## config.mk

```make
export PLATFORM = sky130hd
export DESIGN_NAME = priority_ready_queue_with_registry
export DESIGN_NICKNAME = d
export VERILOG_FILES = /design/src/sv/prq_pkg.sv /design/src/sv/prq_front.sv /design/src/sv/prq_op_fifo.sv /design/src/sv/prq_back.sv /design/src/sv/priority_ready_queue_with_registry.sv
export SDC_FILE = /design/constraint.sdc
export NUM_CORES = 2
export LEC_CHECK = 0
export BUFFER_PORTS_ARGS = -buffer_cell sky130_fd_sc_hd__buf_2
export CORE_UTILIZATION = 63
export CTS_BUF_LIST = sky130_fd_sc_hd__clkbuf_4 sky130_fd_sc_hd__clkbuf_8 sky130_fd_sc_hd__clkbuf_16
export DETAILED_ROUTE_END_ITERATION = 16
export GPL_TIMING_DRIVEN = 0
export PLACE_DENSITY_LB_ADDON = 0.2
export SLEW_MARGIN = 30
export SYNTH_ARGS = -nofsm -noshare
export SYNTH_HDL_FRONTEND = slang
export SYNTH_HIERARCHICAL = 1
export SYNTH_SLANG_ARGS = --single-unit
```

## constraint.sdc

```tcl
create_clock -name i_clk -period 8.7 [get_ports i_clk]
set_clock_uncertainty 0.05 [all_clocks]
set_input_delay 0.87 -clock i_clk [delete_from_list [all_inputs] [get_ports i_clk]]
set_output_delay 0.87 -clock i_clk [all_outputs]
set_load 0.02 [all_outputs]
```

## src/sv/prq_pkg.sv

```systemverilog
// Shared types, codes and default sizes for the priority ready queue.
package prq_pkg;

    localparam int REGISTRY_DEPTH_DEF = 16;
    localparam int QUEUE_DEPTH_DEF    = 16;
    localparam int OP_FIFO_DEPTH      = 2;
    localparam int ID_W               = 16;
    localparam int PRIO_W             = 16;

    typedef enum logic [1:0] {
        KIND_REGISTER = 2'd0,
        KIND_REMOVE   = 2'd1,
        KIND_ENQUEUE  = 2'd2,
        KIND_DEQUEUE  = 2'd3
    } t_kind;

    typedef enum logic [2:0] {
        ST_OK        = 3'd0,
        ST_INVALID   = 3'd1,
        ST_DUPLICATE = 3'd2,
        ST_NOT_FOUND = 3'd3,
        ST_QUEUED    = 3'd4,
        ST_EMPTY     = 3'd5,
        ST_FULL      = 3'd6
    } t_status;

    typedef enum logic [1:0] {
        OP_DONE = 2'd0,
        OP_ENQ  = 2'd1,
        OP_DEQ  = 2'd2
    } t_op_kind;

    typedef struct packed {
        t_op_kind            kind;
        t_status             status;
        logic [ID_W-1:0]     id;
        logic [PRIO_W-1:0]   prio;
    } t_op;

endpackage

```

## src/sv/prq_front.sv

```systemverilog
// Command front end: task registry lookup, update and command classification.
module prq_front #(
    parameter int REGISTRY_DEPTH = prq_pkg::REGISTRY_DEPTH_DEF
) (
    input  logic                        i_clk,
    input  logic                        i_rst_n,
    input  logic                        i_accept,
    input  logic [1:0]                  i_kind,
    input  logic [prq_pkg::ID_W-1:0]    i_task_id,
    input  logic [prq_pkg::PRIO_W-1:0]  i_task_priority,
    output prq_pkg::t_op                o_op
);

    logic [REGISTRY_DEPTH-1:0] r_valid;
    logic [REGISTRY_DEPTH-1:0] n_valid;
    logic [prq_pkg::ID_W-1:0]   r_id   [REGISTRY_DEPTH];
    logic [prq_pkg::PRIO_W-1:0] r_prio [REGISTRY_DEPTH];

    logic [REGISTRY_DEPTH-1:0]  match;
    logic [REGISTRY_DEPTH-1:0]  free_oh;
    logic                       hit;
    logic [prq_pkg::PRIO_W-1:0] hit_prio;
    logic                       wr_en;

    always_comb begin
        for (int i = 0; i < REGISTRY_DEPTH; i++) begin
            match[i] = r_valid[i] && (r_id[i] == i_task_id);
        end
    end

    always_comb begin
        hit_prio = '0;
        for (int i = 0; i < REGISTRY_DEPTH; i++) begin
            hit_prio = hit_prio | (match[i] ? r_prio[i] : '0);
        end
    end

    assign hit     = |match;
    assign free_oh = ~r_valid & (r_valid + 1'b1);

    always_comb begin
        o_op    = '{kind: prq_pkg::OP_DONE, status: prq_pkg::ST_OK, id: '0, prio: '0};
        n_valid = r_valid;
        wr_en   = 1'b0;
        unique case (prq_pkg::t_kind'(i_kind))
            prq_pkg::KIND_REGISTER: begin
                if (i_task_id == '0 || i_task_priority == '0) begin
                    o_op.status = prq_pkg::ST_INVALID;
                end else if (hit) begin
                    o_op.status = prq_pkg::ST_DUPLICATE;
                end else if (&r_valid) begin
                    o_op.status = prq_pkg::ST_FULL;
                end else begin
                    wr_en   = 1'b1;
                    n_valid = r_valid | free_oh;
                end
            end
            prq_pkg::KIND_REMOVE: begin
                if (i_task_id == '0) begin
                    o_op.status = prq_pkg::ST_INVALID;
                end else if (!hit) begin
                    o_op.status = prq_pkg::ST_NOT_FOUND;
                end else begin
                    n_valid = r_valid & ~match;
                end
            end
            prq_pkg::KIND_ENQUEUE: begin
                if (i_task_id == '0) begin
                    o_op.status = prq_pkg::ST_INVALID;
                end else if (!hit) begin
                    o_op.status = prq_pkg::ST_NOT_FOUND;
                end else begin
                    o_op.kind = prq_pkg::OP_ENQ;
                    o_op.id   = i_task_id;
                    o_op.prio = hit_prio;
                end
            end
            prq_pkg::KIND_DEQUEUE: begin
                o_op.kind = prq_pkg::OP_DEQ;
            end
            default: begin
                o_op.status = prq_pkg::ST_INVALID;
            end
        endcase
    end

    always_ff @(posedge i_clk) begin
        if (!i_rst_n) begin
            r_valid <= '0;
        end else if (i_accept) begin
            r_valid <= n_valid;
        end
    end

    always_ff @(posedge i_clk) begin
        if (i_accept && wr_en) begin
            for (int i = 0; i < REGISTRY_DEPTH; i++) begin
                if (free_oh[i]) begin
                    r_id[i]   <= i_task_id;
                    r_prio[i] <= i_task_priority;
                end
            end
        end
    end

endmodule

```

## src/sv/prq_op_fifo.sv

```systemverilog
// Short command queue between the front end and the sorted queue.
module prq_op_fifo (
    input  logic         i_clk,
    input  logic         i_rst_n,
    input  logic         i_push,
    input  prq_pkg::t_op i_op,
    output logic         o_full,
    output logic         o_valid,
    output prq_pkg::t_op o_op,
    input  logic         i_pop
);

    localparam int D  = prq_pkg::OP_FIFO_DEPTH;
    localparam int AW = (D > 1) ? $clog2(D) : 1;
    localparam int CW = $clog2(D + 1);

    prq_pkg::t_op    r_mem [D];
    logic [AW-1:0]   r_wr;
    logic [AW-1:0]   r_rd;
    logic [CW-1:0]   r_cnt;
    logic            do_push;
    logic            do_pop;

    assign o_full  = (r_cnt == CW'(D));
    assign o_valid = (r_cnt != '0);
    assign o_op    = r_mem[r_rd];
    assign do_push = i_push && !o_full;
    assign do_pop  = i_pop && o_valid;

    always_ff @(posedge i_clk) begin
        if (!i_rst_n) begin
            r_wr  <= '0;
            r_rd  <= '0;
            r_cnt <= '0;
        end else begin
            if (do_push) begin
                r_wr <= (r_wr == AW'(D - 1)) ? '0 : r_wr + 1'b1;
            end
            if (do_pop) begin
                r_rd <= (r_rd == AW'(D - 1)) ? '0 : r_rd + 1'b1;
            end
            if (do_push && !do_pop) begin
                r_cnt <= r_cnt + 1'b1;
            end else if (do_pop && !do_push) begin
                r_cnt <= r_cnt - 1'b1;
            end
        end
    end

    always_ff @(posedge i_clk) begin
        if (do_push) begin
            r_mem[r_wr] <= i_op;
        end
    end

endmodule

```

## src/sv/prq_back.sv

```systemverilog
// Sorted ready queue cells and result register.
module prq_back #(
    parameter int QUEUE_DEPTH = prq_pkg::QUEUE_DEPTH_DEF
) (
    input  logic                        i_clk,
    input  logic                        i_rst_n,
    input  logic                        i_op_valid,
    input  prq_pkg::t_op                i_op,
    output logic                        o_op_take,
    input  logic                        i_pop,
    output logic                        o_empty,
    output logic [2:0]                  o_status,
    output logic [prq_pkg::ID_W-1:0]    o_head_id,
    output logic [prq_pkg::PRIO_W-1:0]  o_head_priority
);

    localparam int CW = $clog2(QUEUE_DEPTH + 1);

    logic [prq_pkg::ID_W-1:0]   r_qid   [QUEUE_DEPTH];
    logic [prq_pkg::PRIO_W-1:0] r_qprio [QUEUE_DEPTH];
    logic [CW-1:0]              r_count;

    logic                       r_out_valid;
    prq_pkg::t_status           r_status;
    logic [prq_pkg::ID_W-1:0]   r_head_id;
    logic [prq_pkg::PRIO_W-1:0] r_head_prio;

    logic [QUEUE_DEPTH-1:0] cell_valid;
    logic [QUEUE_DEPTH-1:0] le;
    logic [QUEUE_DEPTH-1:0] id_hit;
    logic                   q_full;
    logic                   do_ins;
    logic                   do_del;
    prq_pkg::t_status       n_status;
    logic [prq_pkg::ID_W-1:0]   n_head_id;
    logic [prq_pkg::PRIO_W-1:0] n_head_prio;

    assign o_op_take = i_op_valid && (!r_out_valid || i_pop);
    assign q_full    = (r_count == CW'(QUEUE_DEPTH));

    always_comb begin
        for (int i = 0; i < QUEUE_DEPTH; i++) begin
            cell_valid[i] = (r_count > CW'(i));
            le[i]         = cell_valid[i] && (r_qprio[i] <= i_op.prio);
            id_hit[i]     = cell_valid[i] && (r_qid[i] == i_op.id);
        end
    end

    always_comb begin
        n_status    = i_op.status;
        n_head_id   = '0;
        n_head_prio = '0;
        do_ins      = 1'b0;
        do_del      = 1'b0;
        unique case (i_op.kind)
            prq_pkg::OP_ENQ: begin
                if (|id_hit) begin
                    n_status = prq_pkg::ST_QUEUED;
                end else if (q_full) begin
                    n_status = prq_pkg::ST_FULL;
                end else begin
                    n_status = prq_pkg::ST_OK;
                    do_ins   = o_op_take;
                end
            end
            prq_pkg::OP_DEQ: begin
                if (r_count == '0) begin
                    n_status = prq_pkg::ST_EMPTY;
                end else begin
                    n_status    = prq_pkg::ST_OK;
                    n_head_id   = r_qid[0];
                    n_head_prio = r_qprio[0];
                    do_del      = o_op_take;
                end
            end
            default: begin
                n_status = i_op.status;
            end
        endcase
    end

    for (genvar i = 0; i < QUEUE_DEPTH; i++) begin : g_cell
        if (i == 0) begin : g_first
            always_ff @(posedge i_clk) begin
                if (do_ins && !le[0]) begin
                    r_qid[0]   <= i_op.id;
                    r_qprio[0] <= i_op.prio;
                end else if (do_del && QUEUE_DEPTH > 1) begin
                    r_qid[0]   <= r_qid[(QUEUE_DEPTH > 1) ? 1 : 0];
                    r_qprio[0] <= r_qprio[(QUEUE_DEPTH > 1) ? 1 : 0];
                end
            end
        end else if (i == QUEUE_DEPTH - 1) begin : g_last
            always_ff @(posedge i_clk) begin
                if (do_ins && !le[i]) begin
                    if (le[i-1]) begin
                        r_qid[i]   <= i_op.id;
                        r_qprio[i] <= i_op.prio;
                    end else begin
                        r_qid[i]   <= r_qid[i-1];
                        r_qprio[i] <= r_qprio[i-1];
                    end
                end
            end
        end else begin : g_mid
            always_ff @(posedge i_clk) begin
                if (do_ins && !le[i]) begin
                    if (le[i-1]) begin
                        r_qid[i]   <= i_op.id;
                        r_qprio[i] <= i_op.prio;
                    end else begin
                        r_qid[i]   <= r_qid[i-1];
                        r_qprio[i] <= r_qprio[i-1];
                    end
                end else if (do_del) begin
                    r_qid[i]   <= r_qid[i+1];
                    r_qprio[i] <= r_qprio[i+1];
                end
            end
        end
    end

    always_ff @(posedge i_clk) begin
        if (!i_rst_n) begin
            r_count     <= '0;
            r_out_valid <= 1'b0;
        end else begin
            if (do_ins) begin
                r_count <= r_count + 1'b1;
            end else if (do_del) begin
                r_count <= r_count - 1'b1;
            end
            if (o_op_take) begin
                r_out_valid <= 1'b1;
            end else if (i_pop) begin
                r_out_valid <= 1'b0;
            end
        end
    end

    always_ff @(posedge i_clk) begin
        if (o_op_take) begin
            r_status    <= n_status;
            r_head_id   <= n_head_id;
            r_head_prio <= n_head_prio;
        end
    end

    assign o_empty         = !r_out_valid;
    assign o_status        = r_status;
    assign o_head_id       = r_head_id;
    assign o_head_priority = r_head_prio;

endmodule

```

## src/sv/priority_ready_queue_with_registry.sv

```systemverilog
// Top level of the priority ready queue with task registry.
// Commands enter through push/full and results leave through empty/pop, one result word per
// command in command order. The front end checks and updates the task registry in the cycle a
// command is accepted, using one parallel compare over all registry entries; a two-entry command
// queue then feeds the back end, which inserts into or shifts the sorted queue cells with a
// parallel compare over the cells and loads the result register. A command is accepted every
// cycle while the command queue has room, and its result reaches the result ports by way of
// the command queue and then the result register; a result that is not popped holds the back
// end, and once the command queue fills, full rises. No clearing pass is needed after reset.
module priority_ready_queue_with_registry #(
    parameter int REGISTRY_DEPTH = prq_pkg::REGISTRY_DEPTH_DEF,
    parameter int QUEUE_DEPTH    = prq_pkg::QUEUE_DEPTH_DEF
) (
    input  logic                        i_clk,
    input  logic                        i_rst_n,
    input  logic                        push,
    output logic                        full,
    input  logic [1:0]                  i_kind,
    input  logic [prq_pkg::ID_W-1:0]    i_task_id,
    input  logic [prq_pkg::PRIO_W-1:0]  i_task_priority,
    output logic                        empty,
    input  logic                        pop,
    output logic [2:0]                  o_status,
    output logic [prq_pkg::ID_W-1:0]    o_head_id,
    output logic [prq_pkg::PRIO_W-1:0]  o_head_priority
);

    logic         accept;
    prq_pkg::t_op front_op;
    logic         fifo_valid;
    prq_pkg::t_op fifo_op;
    logic         back_take;

    assign accept = push && !full;

    prq_front #(
        .REGISTRY_DEPTH (REGISTRY_DEPTH)
    ) u_front (
        .i_clk           (i_clk),
        .i_rst_n         (i_rst_n),
        .i_accept        (accept),
        .i_kind          (i_kind),
        .i_task_id       (i_task_id),
        .i_task_priority (i_task_priority),
        .o_op            (front_op)
    );

    prq_op_fifo u_fifo (
        .i_clk   (i_clk),
        .i_rst_n (i_rst_n),
        .i_push  (accept),
        .i_op    (front_op),
        .o_full  (full),
        .o_valid (fifo_valid),
        .o_op    (fifo_op),
        .i_pop   (back_take)
    );

    prq_back #(
        .QUEUE_DEPTH (QUEUE_DEPTH)
    ) u_back (
        .i_clk           (i_clk),
        .i_rst_n         (i_rst_n),
        .i_op_valid      (fifo_valid),
        .i_op            (fifo_op),
        .o_op_take       (back_take),
        .i_pop           (pop),
        .o_empty         (empty),
        .o_status        (o_status),
        .o_head_id       (o_head_id),
        .o_head_priority (o_head_priority)
    );

endmodule

```

==> out/qor.yml <==
synth_area_leaders: "edfxtp_1 (57%), ha_1 (5.6%), xnor2_1 (5.1%), a22oi_1 (3.3%), o221a_2 (2.4%)"
core_area_sq_um: 93890
p_per_area_nw_per_um2: 329.8
reg2reg_to: "u_back/r_qprio[0][26]"
ant_nets: 0
nNetsFinal: 5090
max-vdd-ir-drop_mv: 0.2051
drcViolationCount: 0
cts_root_buf: "clkbuf_16"
clkPwrFrac_pct: 23.0
cts.sinks: 1160
worstPathRequired_ns: 9.09
dp_worst_setup_slack_ns: 2.544
fillCellCount: 6314
viasPerCell: 6.962
cp-start-kind: "flop"
gr-total-overflow: 0
synth_top_family_by_area: "compound AO/OA/AOI/OAI gates"
hold_viol_final: 0
fin_ws_ns: 2.718
path_buf_inv: 6
cp_max_fo: 25
cpPeakStageDelay_ns: 0.62
postCtsSetupRepairBufs: 0
fp.dieW_um: 310.6
synth-edff-count: 1133
yosysWarnings: 6
first_pass_iters: 7
grt_use_met1_pct: 43.46
critPathTopFamily: "buffers and inverters"
power.leakage_nw: 22.87
dieArea_sq_um: 96460
syn_to_final_growth_pct: 12.22
grt_pass1_wl_um: 262700
switchingPower_mw: 8.088
clkTransAtPathRegs_ns: 0.06
synth_top_area_share_pct: 56.71
synth_ff_type: "edfxtp_1"
synthAdderAreaFrac_pct: 5.631
portBuffers: 74
finalCriticalPeriod_ns: 5.983
crit_path_end_kind: "flop"
met3_usage_pct: 6.045
intPower_mw: 14.11
antenna_found_initial: 1
worst_slew_pin_slew_ns: 1.110
final_util_pct: 71.70
cp_slowest_cell: "a21oi_2"
cts_resized: 0
clock_latency_ns: 0.74
power_frac_comb_pct: 38.7
die_y_um: 310.6
dpl.hpwl_um: 132900
switching_share_pct: 36.43
cap_violations: 0
path_cells: "buf_2, buf_6, mux2_2, inv_1, clkbuf_2, ha_1, nand4_1, or3_1, nor3_1, or2_2, o221a_2, clkbuf_1, nor2_1, a21oi_2, buf_2, nor3_1, a221o_1"
path_depth: 17
outcome: "completed"
yosys.area_share.simple_pct: 8.270
endpoint: "u_back/r_qprio[0][26]"
seqPwrFrac_pct: 38.3
reg2reg_slack_ns: 2.72
synth_area_sq_um: 59990
hp-class: "in -> reg"
path_class: "reg -> reg"
grt_max_degree: 33
synth_cell_types: 88
top_usage_layer: "met2"
grt_util_met2_pct: 61.96
cts_tree: "yes"
grt_pass1_vias: 42770
wl_um: 178200
synth-async-reset-ratio_pct: 0
setup_viol: 0
rows: 112
hold_buffers: 0
yosys.area_share.xor_xnor_pct: 7.533
cts_made_buffers: 118
slew_headroom_pct: 25.69
max_freq_mhz: 167.2
synth_top_cell_by_area: "edfxtp_1"
place_congestion: 0.9877
cts_buffer_depth: 3
start_util_pct: 63.89
rsz0062_at_grt: "no"
min_period_over_period_pct: 68.76
drtIter0Drc: 5335
syn_nets: 4811
muxShareOfSynthArea_pct: 2.048
route.vias.total: 42730
synth_cells: 4503
syn-mean-instance-area_sq_um: 13.32
grtUsageTotal_pct: 36.40
drive_above_1_share_pct: 16.69
crit_arrival_ns: 6.37
wl_per_cell_um: 29.03
seq_area_frac_synth_pct: 57.61
ys_ff_latch: 1160
synth-compound-area-share_pct: 14.59
h-tree-depth: 3
ios: 75
slew_viol_final: 0
reg2regPathDepth: 17
[flip-flops by register name, summed over array words and instances (netlist names), named ones only]
register                flops
u_front/r_id              256
u_fifo/r_wr                 1
u_back/r_qid              256
u_back/r_count              5
u_fifo/r_mem               74
u_back/o_status             3
u_back/o_head_priority     16
u_back/r_out_valid          1
u_back/r_qprio            256
u_fifo/r_rd                 1
u_front/r_prio            256
u_back/o_head_id           16
u_front/r_valid            16
u_fifo/r_cnt                2
[layout by cell type, fill, tap and decap left out, drive strengths merged, types with 21 or more instances in the layout]
cell / instances
nor4: 81
dfxtp: 27
o21a: 25
inv: 161
a41oi: 21
and3: 27
edfxtp: 1133
clkbuf: 323
nor2: 88
nand3: 30
or3: 135
buf: 316
a21o: 34
o221a: 129
nor3: 122
o31ai: 173
mux2: 100
ha: 270
clkinv: 75
a22o: 26
a221o: 74
xnor2: 351
a221oi: 60
nand4: 148
a222oi: 33
and2: 60
a21oi: 55
o21ai: 100
xor2: 165
a22oi: 267
nand2: 87
[worst min path at each step]
stage	depth (start not counted)	slack, ns	to	from
after floorplan	2	0.43	u_fifo/r_cnt[1]	u_fifo/r_cnt[1]
after global placement	2	0.45	u_fifo/r_cnt[1]	u_fifo/r_cnt[1]
after detailed placement	2	0.45	u_fifo/r_cnt[1]	u_fifo/r_cnt[1]
after CTS	3	0.41	u_back/r_out_valid	pop
after global routing	3	0.44	u_back/r_out_valid	pop
final	3	0.44	u_back/r_out_valid	pop
[power by group through the flow]
stage / sequential (mW) / combinational, mW / clock, mW
floorplan: 8.44 / 5.56 / 0
global placement: 8.64 / 7.78 / 0
detailed placement: 8.58 / 8.36 / 0
CTS: 8.47 / 8.42 / 5.15
global route: 8.58 / 9.19 / 5.34
finish: 8.51 / 8.59 / 5.10
[cell type report]
| type | count | area, sq um | share of cell area, % |
|---|---|---|---|
| flip-flops and latches | 1160 | 34560 | 51.34 |
| diodes | 1 | 2.502 | 0.003717 |
| plain buffers | 336 | 1951 | 2.898 |
| well taps | 1254 | 1569 | 2.331 |
| clock buffers | 144 | 3166 | 4.702 |
| clock inverters | 76 | 740.7 | 1.100 |
| multi-input cells | 2831 | 23100 | 34.31 |
| inverters | 176 | 660.6 | 0.9814 |
| repair buffers | 159 | 1570 | 2.333 |
[cell usage after synthesis (all sizes together), types with 100 or more instances]
library cell and instances:
edfxtp 1133, xnor2 351, ha 270, a22oi 267, clkbuf 179, o31ai 173, xor2 165, inv 159
buf 157, nand4 148, or3 135, o221a 129, nor3 122, mux2 100, o21ai 100
[per-stage QoR]
| step | std cells | hold slack, ns | cell area [sq um] | TNS (ns) | total power, mW |
|---|---|---|---|---|---|
| 2_1_floorplan | 4503 | 0.4285 | 59990 | 0 | 14.00 |
| 3_3_place_gp | 5831 | 0.4456 | 61930 | -518.53 | 16.42 |
| 3_5_place_dp | 5916 | 0.4504 | 63400 | 0 | 16.94 |
| 4_1_cts | 6136 | 0.4078 | 67310 | 0 | 22.03 |
| 5_1_grt | 6137 | 0.4379 | 67320 | 0 | 23.11 |
| 6_report | 6137 | 0.4418 | 67320 | 0 | 22.20 |
[cells by family (layout without fill, tap and decap cells)]
| group | after synthesis | in the layout |
|---|---|---|
| AOI/OAI and AO/OA | 1088 | 1088 |
| xor gates and xnor gates | 516 | 516 |
| adders and majority gates | 270 | 270 |
| buffers and inverters | 512 | 891 |
| DFF | 1160 | 1160 |
| muxes | 109 | 109 |
| other | 0 | 1 |
| and+or+nand+nor | 848 | 848 |
[worst reg2reg max path: stages (launching register included)]
cell and delay, ns:
dfxtp_1 0.37, buf_2 0.34, buf_6 0.21, mux2_2 0.49, inv_1 0.13, clkbuf_2 0.56
ha_1 0.29, nand4_1 0.12, or3_1 0.43, nor3_1 0.25, or2_2 0.15, o221a_2 0.18
clkbuf_1 0.58, nor2_1 0.12, a21oi_2 0.62, buf_2 0.40, nor3_1 0.09, a221o_1 0.30
[metal layers]
| layer | up-vias | wire [um] |
|---|---|---|
| li1 | 18520 | - |
| met1 | 21140 | 63460 |
| met2 | 2453 | 87520 |
| met3 | 612 | 15270 |
| met4 | 0 | 11910 |
| met5 | - | 0 |
(Power assumes the default switching activity.)
